**src/rtl/core/adc_jitter_min_max_monitor_assert.svh**
```systemverilog
// Assertion macros for the jitter monitor.
`ifndef ADC_JITTER_MIN_MAX_MONITOR_ASSERT_SVH
`define ADC_JITTER_MIN_MAX_MONITOR_ASSERT_SVH

// Same-cycle implication, checked outside reset.
`define AJM_ASSERT_IMPLY(name, clk, rst, ante, cons, msg) \
   name: assert property (@(posedge clk) disable iff (rst) (ante) |-> (cons)) \
      else $error(msg);

// Next-cycle implication, checked outside reset.
`define AJM_ASSERT_NEXT(name, clk, rst, ante, cons, msg) \
   name: assert property (@(posedge clk) disable iff (rst) (ante) |=> (cons)) \
      else $error(msg);

`endif

```
**src/rtl/core/ajm_pkg.sv**
```systemverilog
`default_nettype none

package ajm_pkg;

   // Parameter defaults
   localparam int NUM_MODULES_DEF     = 2;
   localparam int PINS_PER_MODULE_DEF = 64;
   localparam int GROUP_SIZE_DEF      = 8;

   localparam int SAMPLE_W   = 12;
   localparam int PIN_W      = 6;
   localparam int CTRL_W     = 7;
   localparam int CSR_DATA_W = 16;
   localparam int PERIOD_W   = 16;

   localparam logic [CTRL_W-1:0] CTRL_OFFSET = 7'h10;
   localparam int                CTRL_SHIFT  = 5;

   localparam logic             SEND_CTRL_RST = 1'b0;
   localparam logic [1:0]       WATCH_MOD_RST = 2'd1;
   localparam logic [3:0]       WATCH_GRP_RST = 4'd1;
   localparam logic [PERIOD_W-1:0] PERIOD_RST = 16'd1000;

   typedef enum logic [1:0] {
      CSR_SEND_CTRL = 2'd0,
      CSR_WATCH_MOD = 2'd1,
      CSR_WATCH_GRP = 2'd2,
      CSR_PERIOD    = 2'd3
   } csr_index_type;

   localparam logic CMD_SAMPLE = 1'b0;
   localparam logic CMD_TICK   = 1'b1;

   localparam logic KIND_CTRL   = 1'b0;
   localparam logic KIND_REPORT = 1'b1;

   typedef struct packed {
      logic                command;
      logic                module_index;
      logic [PIN_W-1:0]    pin_index;
      logic [SAMPLE_W-1:0] sample_value;
   } req_type;

   typedef struct packed {
      logic                result_kind;
      logic [CTRL_W-1:0]   controller_number;
      logic [CTRL_W-1:0]   controller_value;
      logic [PIN_W-1:0]    report_pin;
      logic [SAMPLE_W-1:0] min_value;
      logic [SAMPLE_W-1:0] max_value;
      logic [SAMPLE_W-1:0] spread;
      logic                min_seen;
      logic                max_seen;
      logic                spread_valid;
      logic                last_of_report;
   } rsp_type;

   // One channel entry; min_none stands for the cleared minimum.
   typedef struct packed {
      logic                min_none;
      logic [SAMPLE_W-1:0] min_value;
      logic [SAMPLE_W-1:0] max_value;
   } entry_type;

   localparam entry_type ENTRY_CLEAR = '{min_none: 1'b1, min_value: '0, max_value: '0};

endpackage

`default_nettype wire

```
**src/rtl/core/ajm_store.sv**
```systemverilog
`default_nettype none

// Channel min/max memory: one write port, one registered read port.
module ajm_store #(
   parameter int DEPTH  = ajm_pkg::NUM_MODULES_DEF * ajm_pkg::PINS_PER_MODULE_DEF,
   parameter int ADDR_W = $clog2(DEPTH)
) (
   input  wire                 clock,
   input  wire                 wr_en,
   input  wire [ADDR_W-1:0]    wr_addr,
   input  ajm_pkg::entry_type  wr_data,
   input  wire [ADDR_W-1:0]    rd_addr,
   output ajm_pkg::entry_type  rd_data
);

   ajm_pkg::entry_type mem_ff [DEPTH];
   ajm_pkg::entry_type rd_data_ff;

   always_ff @(posedge clock) begin
      if (wr_en) begin
         mem_ff[wr_addr] <= wr_data;
      end
      rd_data_ff <= mem_ff[rd_addr];
   end

   assign rd_data = rd_data_ff;

endmodule

`default_nettype wire

```
**src/rtl/core/adc_jitter_min_max_monitor.sv**
```systemverilog
`default_nettype none

`include "adc_jitter_min_max_monitor_assert.svh"

// Jitter monitor for scanned 12-bit converter channels. An item is taken at
// a clock edge with start high and busy low; results appear on rsp_item for
// one cycle with rsp_strobe high and cannot be held off, so the receiver must
// take every strobed cycle. A sample reads its channel entry from the min/max
// memory, then writes it back (the controller result, if enabled, strobes in
// the cycle after that). A tick that does not reach the period only advances
// the tick counter. A tick that reaches it reads the GROUP_SIZE entries of the
// watched group, one per cycle, then sweeps the memory back to its cleared
// value at one entry per cycle, with busy high throughout; when no group is
// selected it only sweeps. Each report line passes the memory's read register
// and then the result register before it is on rsp_item, so the last lines
// of a report come out while the sweep has begun. After reset the same sweep
// runs before the first item is taken; configuration writes are taken at any
// time and need no handshake.
module adc_jitter_min_max_monitor #(
   parameter int NUM_MODULES     = ajm_pkg::NUM_MODULES_DEF,
   parameter int PINS_PER_MODULE = ajm_pkg::PINS_PER_MODULE_DEF,
   parameter int GROUP_SIZE      = ajm_pkg::GROUP_SIZE_DEF
) (
   input  wire                             clock,
   input  wire                             reset,
   // command channel
   input  wire                             start,
   output logic                            busy,
   input  ajm_pkg::req_type                req_item,
   // results
   output logic                            rsp_strobe,
   output ajm_pkg::rsp_type                rsp_item,
   // register writes
   input  wire                             csr_we,
   input  ajm_pkg::csr_index_type          csr_index,
   input  wire [ajm_pkg::CSR_DATA_W-1:0]   csr_wdata
);

   localparam int DEPTH  = NUM_MODULES * PINS_PER_MODULE;
   localparam int ADDR_W = $clog2(DEPTH);
   localparam int GRP_W  = $clog2(GROUP_SIZE);

   typedef enum logic [1:0] {
      ST_CLEAR,   // sweep every entry back to its cleared value
      ST_IDLE,
      ST_UPDATE,  // read data for a sample is back, write it
      ST_REPORT   // issue reads for the watched group
   } state_type;

   state_type state_ff;

   // configuration
   logic                             send_ctrl_ff;
   logic [1:0]                       watch_mod_ff;
   logic [3:0]                       watch_grp_ff;
   logic [ajm_pkg::PERIOD_W-1:0]     period_ff;
   logic [ajm_pkg::PERIOD_W-1:0]     tick_ff;

   // sweep counter
   logic [ADDR_W-1:0]                clr_idx_ff;

   // sample in flight
   logic                             upd_ok_ff;
   logic [ADDR_W-1:0]                upd_addr_ff;
   logic [ajm_pkg::PIN_W-1:0]        upd_pin_ff;
   logic [ajm_pkg::SAMPLE_W-1:0]     upd_val_ff;

   // report read issue
   logic [ADDR_W-1:0]                rpt_addr_ff;
   logic [ajm_pkg::PIN_W-1:0]        rpt_pin_ff;
   logic [GRP_W-1:0]                 rpt_cnt_ff;

   // report read return
   logic                             rd_vld_ff;
   logic [ajm_pkg::PIN_W-1:0]        rd_pin_ff;
   logic                             rd_last_ff;

   logic                             rsp_strobe_ff;
   ajm_pkg::rsp_type                 rsp_item_ff;

   // memory port
   logic                             mem_we;
   logic [ADDR_W-1:0]                mem_waddr;
   logic [ADDR_W-1:0]                mem_raddr;
   ajm_pkg::entry_type               entry_in;
   ajm_pkg::entry_type               rd_entry;

   logic                             accept;
   logic                             smp_in_range;
   logic [ADDR_W-1:0]                smp_addr;
   logic [ajm_pkg::PERIOD_W-1:0]     tick_in;
   logic                             period_hit;
   logic                             sel_ok;
   logic [ADDR_W-1:0]                sel_base;
   logic [ajm_pkg::PIN_W-1:0]        sel_pin0;
   ajm_pkg::entry_type               merged;
   ajm_pkg::rsp_type                 rsp_item_in;
   logic                             rsp_strobe_in;
   logic                             lo_le_hi;

   assign busy   = (state_ff != ST_IDLE);
   assign accept = start && !busy;

   // sample address: module * PINS_PER_MODULE + pin
   assign smp_in_range = (int'(req_item.module_index) < NUM_MODULES)
                      && (int'(req_item.pin_index) < PINS_PER_MODULE);
   assign smp_addr = smp_in_range
      ? ADDR_W'(int'(req_item.module_index) * PINS_PER_MODULE + int'(req_item.pin_index))
      : '0;

   // period counter: wraps at 16 bits, a period of zero always hits
   assign tick_in    = tick_ff + ajm_pkg::PERIOD_W'(1);
   assign period_hit = !(tick_in < period_ff);

   // watched group selection, 1-based
   assign sel_ok = (watch_mod_ff != '0) && (watch_grp_ff != '0)
                && (int'(watch_mod_ff) <= NUM_MODULES)
                && (int'(watch_grp_ff) * GROUP_SIZE <= PINS_PER_MODULE);
   assign sel_base = ADDR_W'((int'(watch_mod_ff) - 1) * PINS_PER_MODULE
                           + (int'(watch_grp_ff) - 1) * GROUP_SIZE);
   assign sel_pin0 = ajm_pkg::PIN_W'((int'(watch_grp_ff) - 1) * GROUP_SIZE);

   // read-modify-write of one channel entry
   always_comb begin
      merged = rd_entry;
      if (rd_entry.min_none || (upd_val_ff < rd_entry.min_value)) begin
         merged.min_none  = 1'b0;
         merged.min_value = upd_val_ff;
      end
      if (upd_val_ff > rd_entry.max_value) begin
         merged.max_value = upd_val_ff;
      end
   end

   always_comb begin
      mem_raddr = (state_ff == ST_REPORT) ? rpt_addr_ff : smp_addr;
      mem_we    = 1'b0;
      mem_waddr = upd_addr_ff;
      entry_in  = merged;
      unique case (state_ff)
         ST_CLEAR: begin
            mem_we    = 1'b1;
            mem_waddr = clr_idx_ff;
            entry_in  = ajm_pkg::ENTRY_CLEAR;
         end
         ST_UPDATE: begin
            mem_we = upd_ok_ff;
         end
         ST_IDLE, ST_REPORT: begin
            mem_we = 1'b0;
         end
      endcase
   end

   ajm_store #(
      .DEPTH  (DEPTH),
      .ADDR_W (ADDR_W)
   ) u_store (
      .clock   (clock),
      .wr_en   (mem_we),
      .wr_addr (mem_waddr),
      .wr_data (entry_in),
      .rd_addr (mem_raddr),
      .rd_data (rd_entry)
   );

   // result formatting: report line when a report read returns, else controller
   assign lo_le_hi = !rd_entry.min_none && (rd_entry.min_value <= rd_entry.max_value);

   always_comb begin
      rsp_item_in = '0;
      if (rd_vld_ff) begin
         rsp_item_in.result_kind    = ajm_pkg::KIND_REPORT;
         rsp_item_in.report_pin     = rd_pin_ff;
         rsp_item_in.min_value      = rd_entry.min_none ? '0 : rd_entry.min_value;
         rsp_item_in.max_value      = rd_entry.max_value;
         rsp_item_in.spread         = lo_le_hi ? (rd_entry.max_value - rd_entry.min_value)
                                               : '0;
         rsp_item_in.min_seen       = !rd_entry.min_none;
         rsp_item_in.max_seen       = (rd_entry.max_value != '0);
         rsp_item_in.spread_valid   = lo_le_hi;
         rsp_item_in.last_of_report = rd_last_ff;
      end else begin
         rsp_item_in.result_kind       = ajm_pkg::KIND_CTRL;
         rsp_item_in.controller_number = {1'b0, upd_pin_ff} + ajm_pkg::CTRL_OFFSET;
         rsp_item_in.controller_value  =
            upd_val_ff[ajm_pkg::SAMPLE_W-1 -: ajm_pkg::SAMPLE_W - ajm_pkg::CTRL_SHIFT];
      end
   end

   assign rsp_strobe_in = rd_vld_ff || ((state_ff == ST_UPDATE) && upd_ok_ff && send_ctrl_ff);

   always_ff @(posedge clock) begin
      if (reset) begin
         state_ff      <= ST_CLEAR;
         clr_idx_ff    <= '0;
         send_ctrl_ff  <= ajm_pkg::SEND_CTRL_RST;
         watch_mod_ff  <= ajm_pkg::WATCH_MOD_RST;
         watch_grp_ff  <= ajm_pkg::WATCH_GRP_RST;
         period_ff     <= ajm_pkg::PERIOD_RST;
         tick_ff       <= '0;
         rd_vld_ff     <= 1'b0;
         rsp_strobe_ff <= 1'b0;
      end else begin
         if (csr_we) begin
            unique case (csr_index)
               ajm_pkg::CSR_SEND_CTRL: send_ctrl_ff <= csr_wdata[0];
               ajm_pkg::CSR_WATCH_MOD: watch_mod_ff <= csr_wdata[1:0];
               ajm_pkg::CSR_WATCH_GRP: watch_grp_ff <= csr_wdata[3:0];
               ajm_pkg::CSR_PERIOD:    period_ff    <= csr_wdata[ajm_pkg::PERIOD_W-1:0];
            endcase
         end

         rsp_strobe_ff <= rsp_strobe_in;
         rsp_item_ff   <= rsp_item_in;
         rd_vld_ff     <= (state_ff == ST_REPORT);
         rd_pin_ff     <= rpt_pin_ff;
         rd_last_ff    <= (rpt_cnt_ff == GRP_W'(GROUP_SIZE - 1));

         unique case (state_ff)
            ST_CLEAR: begin
               clr_idx_ff <= clr_idx_ff + ADDR_W'(1);
               if (clr_idx_ff == ADDR_W'(DEPTH - 1)) begin
                  state_ff <= ST_IDLE;
               end
            end
            ST_IDLE: begin
               if (accept) begin
                  if (req_item.command == ajm_pkg::CMD_SAMPLE) begin
                     // memory read issued this edge at smp_addr
                     upd_ok_ff   <= smp_in_range;
                     upd_addr_ff <= smp_addr;
                     upd_pin_ff  <= req_item.pin_index;
                     upd_val_ff  <= req_item.sample_value;
                     state_ff    <= ST_UPDATE;
                  end else if (!period_hit) begin
                     tick_ff <= tick_in;
                  end else begin
                     tick_ff    <= '0;
                     clr_idx_ff <= '0;
                     if (sel_ok) begin
                        rpt_addr_ff <= sel_base;
                        rpt_pin_ff  <= sel_pin0;
                        rpt_cnt_ff  <= '0;
                        state_ff    <= ST_REPORT;
                     end else begin
                        state_ff <= ST_CLEAR;
                     end
                  end
               end
            end
            ST_UPDATE: begin
               state_ff <= ST_IDLE;
            end
            ST_REPORT: begin
               rpt_addr_ff <= rpt_addr_ff + ADDR_W'(1);
               rpt_pin_ff  <= rpt_pin_ff + ajm_pkg::PIN_W'(1);
               rpt_cnt_ff  <= rpt_cnt_ff + GRP_W'(1);
               if (rpt_cnt_ff == GRP_W'(GROUP_SIZE - 1)) begin
                  // last read is already issued; sweep may start overwriting
                  clr_idx_ff <= '0;
                  state_ff   <= ST_CLEAR;
               end
            end
         endcase
      end
   end

   assign rsp_strobe = rsp_strobe_ff;
   assign rsp_item   = rsp_item_ff;

   // a sample must hold busy for its write-back, else a following item could
   // read the entry before it is written
   `AJM_ASSERT_NEXT(a_sample_blocks, clock, reset,
      accept && (req_item.command == ajm_pkg::CMD_SAMPLE), busy,
      "sample accepted without interlock")
   // report lines only come out while the group read or sweep runs
   `AJM_ASSERT_IMPLY(a_report_while_busy, clock, reset,
      rsp_strobe && (rsp_item.result_kind == ajm_pkg::KIND_REPORT), busy,
      "report line outside report run")
   // the last report line closes its run
   `AJM_ASSERT_NEXT(a_last_closes_run, clock, reset,
      rsp_strobe && rsp_item.last_of_report, !rsp_strobe,
      "result directly after last report line")
   // the sweep never leaves the memory
   `AJM_ASSERT_IMPLY(a_clear_in_range, clock, reset,
      state_ff == ST_CLEAR, int'(clr_idx_ff) < DEPTH,
      "clear index beyond memory depth")

endmodule

`default_nettype wire
```
**config.mk**
```make
export PLATFORM = sky130hd
export DESIGN_NAME = adc_jitter_min_max_monitor
export DESIGN_NICKNAME = d
export VERILOG_FILES = /design/src/rtl/core/ajm_pkg.sv /design/src/rtl/core/ajm_store.sv /design/src/rtl/core/adc_jitter_min_max_monitor.sv
export VERILOG_INCLUDE_DIRS = /design/src /design/src/rtl/core
export SDC_FILE = /design/constraint.sdc
export NUM_CORES = 2
export LEC_CHECK = 0
export ABC_AREA = 1
export BUFFER_PORTS_ARGS = -buffer_cell sky130_fd_sc_hd__buf_4
export CORE_UTILIZATION = 54
export DETAILED_ROUTE_END_ITERATION = 6
export PLACE_DENSITY = 0.7
export SLEW_MARGIN = 20
export SYNTH_ARGS = -nofsm -noshare
export SYNTH_HDL_FRONTEND = slang
export SYNTH_SLANG_ARGS = --single-unit
```
**constraint.sdc**
```tcl
create_clock -name clock -period 7.5 [get_ports clock]
set_input_delay 0.75 -clock clock [delete_from_list [all_inputs] [get_ports clock]]
set_output_delay 0.75 -clock clock [all_outputs]
set_load 0.05 [all_outputs]
```
Word level (Yosys, flattened, before mapping) --
Memory sizes are Yosys's and may differ from the RTL's. A register that Yosys moved wholly into a read port is not among the register bits. Cells that the tools add are included.
Word-level totals: memory bits (read-only) 0, bits in latches 0, memories 1, input port bits 42, flip-flop bits (word level) 159, logic and storage cells 132, RAM bits 3200
Memory list:
- u_store.mem_ff | depth 128, bits a word 25, read ports 1, clocked after memory_dff 1, wr ports 1, line ajm_store.sv:16 | ajm_pkg::entry_type mem_ff [DEPTH];
Cells by class: shift-type cells 0, $lt $le $gt $ge 6, divide/modulo/power cells 0, $add $sub $neg 11, multiplexer cells 37, multipliers 0, bitwise logic cells 3, reduce and logical (&&, ||, !) cells 30, equality and inequality tests 16
Operators by type and width (count):
- $mux W7 | 10
- $mux W25 | 1
- $mux W6 | 4
- $pmux W7 S3 | 1
- $add A16 B1 Y16 const B | 1
- $lt A16 B16 Y1 | 1
- $mux W16 | 1
- $add A7 B1 Y7 const B | 2
- $pmux W7 S2 | 1
- $mux W13 | 1
- $gt A12 B12 Y1 | 1
- $le A12 B12 Y1 | 1
- $lt A12 B12 Y1 | 1
- $mux W12 | 1
- $mux W2 | 6
- $mux W3 | 4
- $pmux W6 S2 | 1
- $reduce_bool A12 Y1 | 1
- $sub A12 B12 Y12 | 1
- $ne A2 B2 Y1 const B | 5
- $reduce_and A2 Y1 | 5
- $eq A2 B2 Y1 const B | 4
- $pmux W2 S4 | 1
- $reduce_and A4 Y1 | 2
- other kinds (29) | 46

Longest topological paths before layout --
depth after elaboration 9, mapped depth 18

Hierarchy --
From an unflattened synthesis, not the netlist that was laid out.
Unflattened totals: cells, all modules 11451, area, all modules 137075.2 um^2
By module, submodules not included:
- ajm_store | area an instance 128824.8 um^2, seq. area each 96592.6 um^2, times used 1, cells an instance 10503
- adc_jitter_min_max_monitor | area an instance 8250.4 um^2, seq. area each 4093.9 um^2, times used 1, cells an instance 948

Least setup slack after synthesis --
OpenSTA, ideal clock, no wires.
path type register to register, start point register upd_val_ff[7] (netlist name), end point memory u_store.mem_ff[0][22] (netlist name) (data pin), stages on the path, launching flop included 10, setup time 891 ps, buffers on the path 1, arrival 5111 ps, path slack 1498 ps, clock period less this slack 6002 ps, data required time 6609 ps, path through edfxtp_1 > ha_1 > a21oi_1 > o31ai_1 > a21oi_1 > nand2_1 > nand2_1 > clkbuf_1 > o21ai_0 > a21oi_1
RTL lines:
- start, declared | line adc_jitter_min_max_monitor.sv:66 | logic [ajm_pkg::SAMPLE_W-1:0] upd_val_ff;
- start signal, assigned | line adc_jitter_min_max_monitor.sv:234 | upd_val_ff <= req_item.sample_value;
- end, declared | line ajm_store.sv:16

Worst setup path after layout --
start point register state_ff[0], end point register, netlist name u_store.rd_data[14]
Between the ends: cells in the longest elaborated chain, start to end 2
RTL lines:
- start, declared | line adc_jitter_min_max_monitor.sv:50 | state_type state_ff;
- start signal, assigned | line adc_jitter_min_max_monitor.sv:195 | state_ff <= ST_CLEAR;
- start signal, assigned | line adc_jitter_min_max_monitor.sv:224 | state_ff <= ST_IDLE;
- start signal, assigned | line adc_jitter_min_max_monitor.sv:235 | state_ff <= ST_UPDATE;
- $eq A2 B2 Y1 | line adc_jitter_min_max_monitor.sv:136 | mem_raddr = (state_ff == ST_REPORT) ? rpt_addr_ff : smp_addr;
- $mux W7 | line adc_jitter_min_max_monitor.sv:136
No other way between the ends. A chain may end at the register's enable or synchronous reset.

==> results.tsv <==
stage	metric	value	unit
outcome	outcome	complete, but fails checks	
outcome	violations	DRC	
global_routing	grt_remaining_overflow	0	
worst_setup_path	worstRegToRegCells	12	
worst_hold_path	hold-path-endpoint	send_ctrl_ff	
routing	vias	97365	
logic_synthesis	synth_edf_count	3303	
worst_setup_path	critPathMaxFanout	84	
routing	wl	415.1	mm
global_routing	grt_max_degree	216	
logic_synthesis	ys_seq_area_frac	0.7255	
sta	setup_violations	0	
sta	setup_tns	0	ns
worst_setup_path	crit_type	flop to flop	
run	maxCapViolCount	0	
global_routing	antenna_found_initial	14	
sta	rsz0062_at_grt	no	
die	start_util	0.5446	
clock_network	cts_tree	done	
place	routabilityCongestion	0.9211	
logic_synthesis	yosysUniqueCellTypes	37	
worst_setup_path	crit_chain	nand3_4, nand2_8, buf_4, buf_4, nand2_1, nand3_1, nand3_1, nand3_1, nand3_1, nand3_1, nand3_1, nand2_1	
worst_setup_path	cp_common_cell	nand3_1	
routing	wl_per_cell	27.54	um
sta	slew_headroom	0.2039	
worst_setup_path	rr_endpoint	u_store.rd_data[14]	
power_and_ir_drop	powerDensity	275.1	mW/mm2
global_routing	grt_pass1_vias	90796	
die	fp-row-count	185	
worst_setup_path	r2r_start	state_ff[0]	
routing	drtAntennaViolNets	0	
sta	worstMarginPinSlew	1.194	ns
layout	nFillCells	19335	
clock_network	cts-root-buf	clkbuf_16	
worst_setup_path	max_stage_delay	0.91	ns
die	fp.dieArea	0.2590	mm2
global_routing	grt_pass1_wl	602.8	mm
power_and_ir_drop	leakage	54.33	nW
worst_setup_path	start_kind	flop	
power_and_ir_drop	peakVddDrop	0.0001923	V
logic_synthesis	synth_area	0.1388	mm2
logic_synthesis	synthFlopType	edfxtp_1	
place	port_buffers	104	
routing	drt_iter0_markers	16754	
clock_network	clk_pin_slew	0.06	ns
clock_network	htreeDepth	5	
sta	hold_viol	0	
routing	drc	2	
sta	setup_slack	1.458	ns
place	place_ws	1.903	ns
worst_setup_path	worstPathRequired	8.39	ns
layout	drive_gt1_frac	0.08616	
die	core_area	0.2549	mm2
sta	max_freq	165.5	MHz
worst_setup_path	cpMaxStageDelayCell	buf_4	
worst_setup_path	critPathArrivalTime	6.93	ns
logic_synthesis	yosysWarnings	0	
sta	post-route-period-util	0.8057	
place	place_hpwl	214.3	mm
logic_synthesis	syn_inst	11549	
worst_setup_path	cp-end-kind	flop	
clock_network	cts_buffer_depth	4	
logic_synthesis	ys_ff_latch	3378	
layout	area_delta_synth_final	10.82	%
clock_network	clock-sinks	3378	
clock_network	clk_latency	1.00	ns
routing	dr.pass1.iters	7	
logic_synthesis	avgSynthCellArea	12.02	um2
worst_hold_path	hp-class	input pin to flop	
sta	period_minus_slack	6.042	ns
routing	avgViaCountPerCell	6.460	
sta	drv_slew	0	
logic_synthesis	async_reset_ff_frac	0	
layout	final_nets	11553	
sta	finClkSkew	0.06209	ns
clock_network	cts_buffers	344	
die	dieWidth	509.0	um
die	pin_count	105	
worst_hold_path	worstHoldStart	csr_index[1]	
die	die_h	509.0	um
power_and_ir_drop	power.total	42.31	mW
worst_hold_path	whs_path_depth	3	
worst_setup_path	rrSetupSlack	1.46	ns
logic_synthesis	syn-num-nets	11650	
global_routing	grt_usage	0.3150	
layout	utilization	0.6035	
## Yosys cell counts, types with 2 or more instances
master,instances,area share
nor2_1,230,0.0062
a31oi_1,3,0.00014
buf_1,24,0.00065
o211ai_1,2,0.00011
nand2_4,3,0.00024
xnor2_1,7,0.00044
clkbuf_1,256,0.0069
a21oi_1,104,0.0038
buf_4,90,0.0049
inv_1,179,0.0048
buf_2,457,0.016
or2_2,8,0.00036
nand2_1,2346,0.063
ha_1,58,0.0052
a21o_1,3,0.00016
edfxtp_1,3303,0.71
o2111ai_1,2,0.00013
nor3_1,27,0.00097
o21ai_0,76,0.0027
buf_6,20,0.0016
o21ai_2,5,0.00032
dfxtp_1,75,0.011
nand3_1,4224,0.15
nor4_1,7,0.00032
and3_1,2,0.000090
inv_2,3,0.000081
nand4_1,9,0.00041
xor2_1,17,0.0011
## registers in the layout (all words and copies together) (netlist names)
name / cells
tick_ff: 16
upd_addr_ff: 7
rd_vld_ff: 1
rsp_item: 61
upd_val_ff: 12
period_ff: 16
u_store.rd_data: 25
rpt_pin_ff: 6
state_ff: 2
rpt_cnt_ff: 3
send_ctrl_ff: 1
rsp_strobe: 1
clr_idx_ff: 7
watch_grp_ff: 4
watch_mod_ff: 2
rpt_addr_ff: 7
u_store.mem_ff: 3200
rd_pin_ff: 6
rd_last_ff: 1
## per-stage QoR
| step | instance area (um2) | cells | hold WS, ns |
|---|---|---|---|
| 2_1_floorplan | 138800 | 11549 | 0.4064 |
| 3_3_place_gp | 142800 | 14439 | 0.4480 |
| 3_5_place_dp | 142800 | 14440 | 0.4348 |
| 4_1_cts | 153700 | 15060 | 0.02430 |
| 5_1_grt | 153800 | 15067 | 0.07370 |
| 6_report | 153800 | 15071 | 0.06420 |
## final cells by class
type                            count  area (um2)  area share
Inverter                          184       729.5    0.004743
Sequential cell                  3378      100700      0.6546
Tap cell                         3366        4212     0.02738
Antenna cell                        6       15.01  0.00009762
Timing Repair Buffer              404        3771     0.02452
Multi-Input combinational cell   7140       33850      0.2201
Clock inverter                    153        1353    0.008794
Clock buffer                      440        9188     0.05973
## worst max-delay path, delay by kind of cell (launching register included)
kind | cells | cell delay (ns)
buf+inv | 2 | 1.76
simple gates | 10 | 3.29
flops | 1 | 0.69
## layer usage
metal  vias to the layer above  global-route usage  share of wire
li1                      41734                   -              -
met1                     47415              0.4312           0.37
met2                      7133              0.4745           0.45
met3                      1075             0.07661           0.13
met4                         8              0.1523          0.052
met5                         -                   0        0.00073
## worst max-delay path by stage
stage                                        to          start
after detailed placement     u_store.rd_data[2]    state_ff[0]
after CTS                    u_store.rd_data[2]    state_ff[0]
after global routing        u_store.rd_data[14]    state_ff[0]
final                       u_store.rd_data[14]    state_ff[0]
after floorplan           u_store.mem_ff[0][22]  upd_val_ff[7]
after global placement       u_store.rd_data[2]   req_item[12]
## where the power goes
group | switching (mW) | total, mW | leakage (nW) | internal (mW)
Combinational | 3.28 | 4.13 | 18.4 | 0.858
Sequential | 0.183 | 21.8 | 30.8 | 21.6
Clock | 7.00 | 16.4 | 5.14 | 9.40
Total | 10.5 | 42.3 | 54.3 | 31.9
## placed cells by master (no fill, tap or decap), types with 3 or more instances in the layout
cell,n
nand3_1,4223
nor2_1,102
or2_2,8
xnor2_1,7
nor3_1,27
o21ai_0,76
ha_1,58
xor2_1,17
buf_12,45
bufinv_16,23
clkbuf_16,351
edfxtp_1,3303
clkbuf_1,82
clkinvlp_4,9
buf_4,325
inv_2,3
clkbuf_8,7
o21ai_4,3
clkinv_1,63
nor2_2,127
nand2_1,2346
buf_16,5
clkinv_2,49
a31oi_1,3
inv_6,4
dlygate4sd3_1,27
dfxtp_1,75
a21o_1,3
clkinv_4,3
nand4_1,9
inv_1,175
a21oi_4,27
a21oi_1,77
nor4_1,6
clkinv_8,4
diode_2,6
## logic make-up (layout without fill, tap and decap cells)
logic type | after synthesis | count (layout) | synth area share
other cells | 0 | 6 | 0
xor+xnor | 24 | 24 | 0.001515
simple gates | 6859 | 6859 | 0.2246
compound gates | 198 | 198 | 0.007510
flops | 3378 | 3378 | 0.7255
fa+ha+maj | 59 | 59 | 0.005373
buf+inv | 1031 | 1181 | 0.03554
## repair_timing
action / in CTS / in global routing
gates resized for setup: 0 / 0
hold endpoints to repair: 30 / 0
buffers inserted: 0 / 0
hold buffers: 27 / 0
No activity file was read; power rests on OpenSTA's default activity.
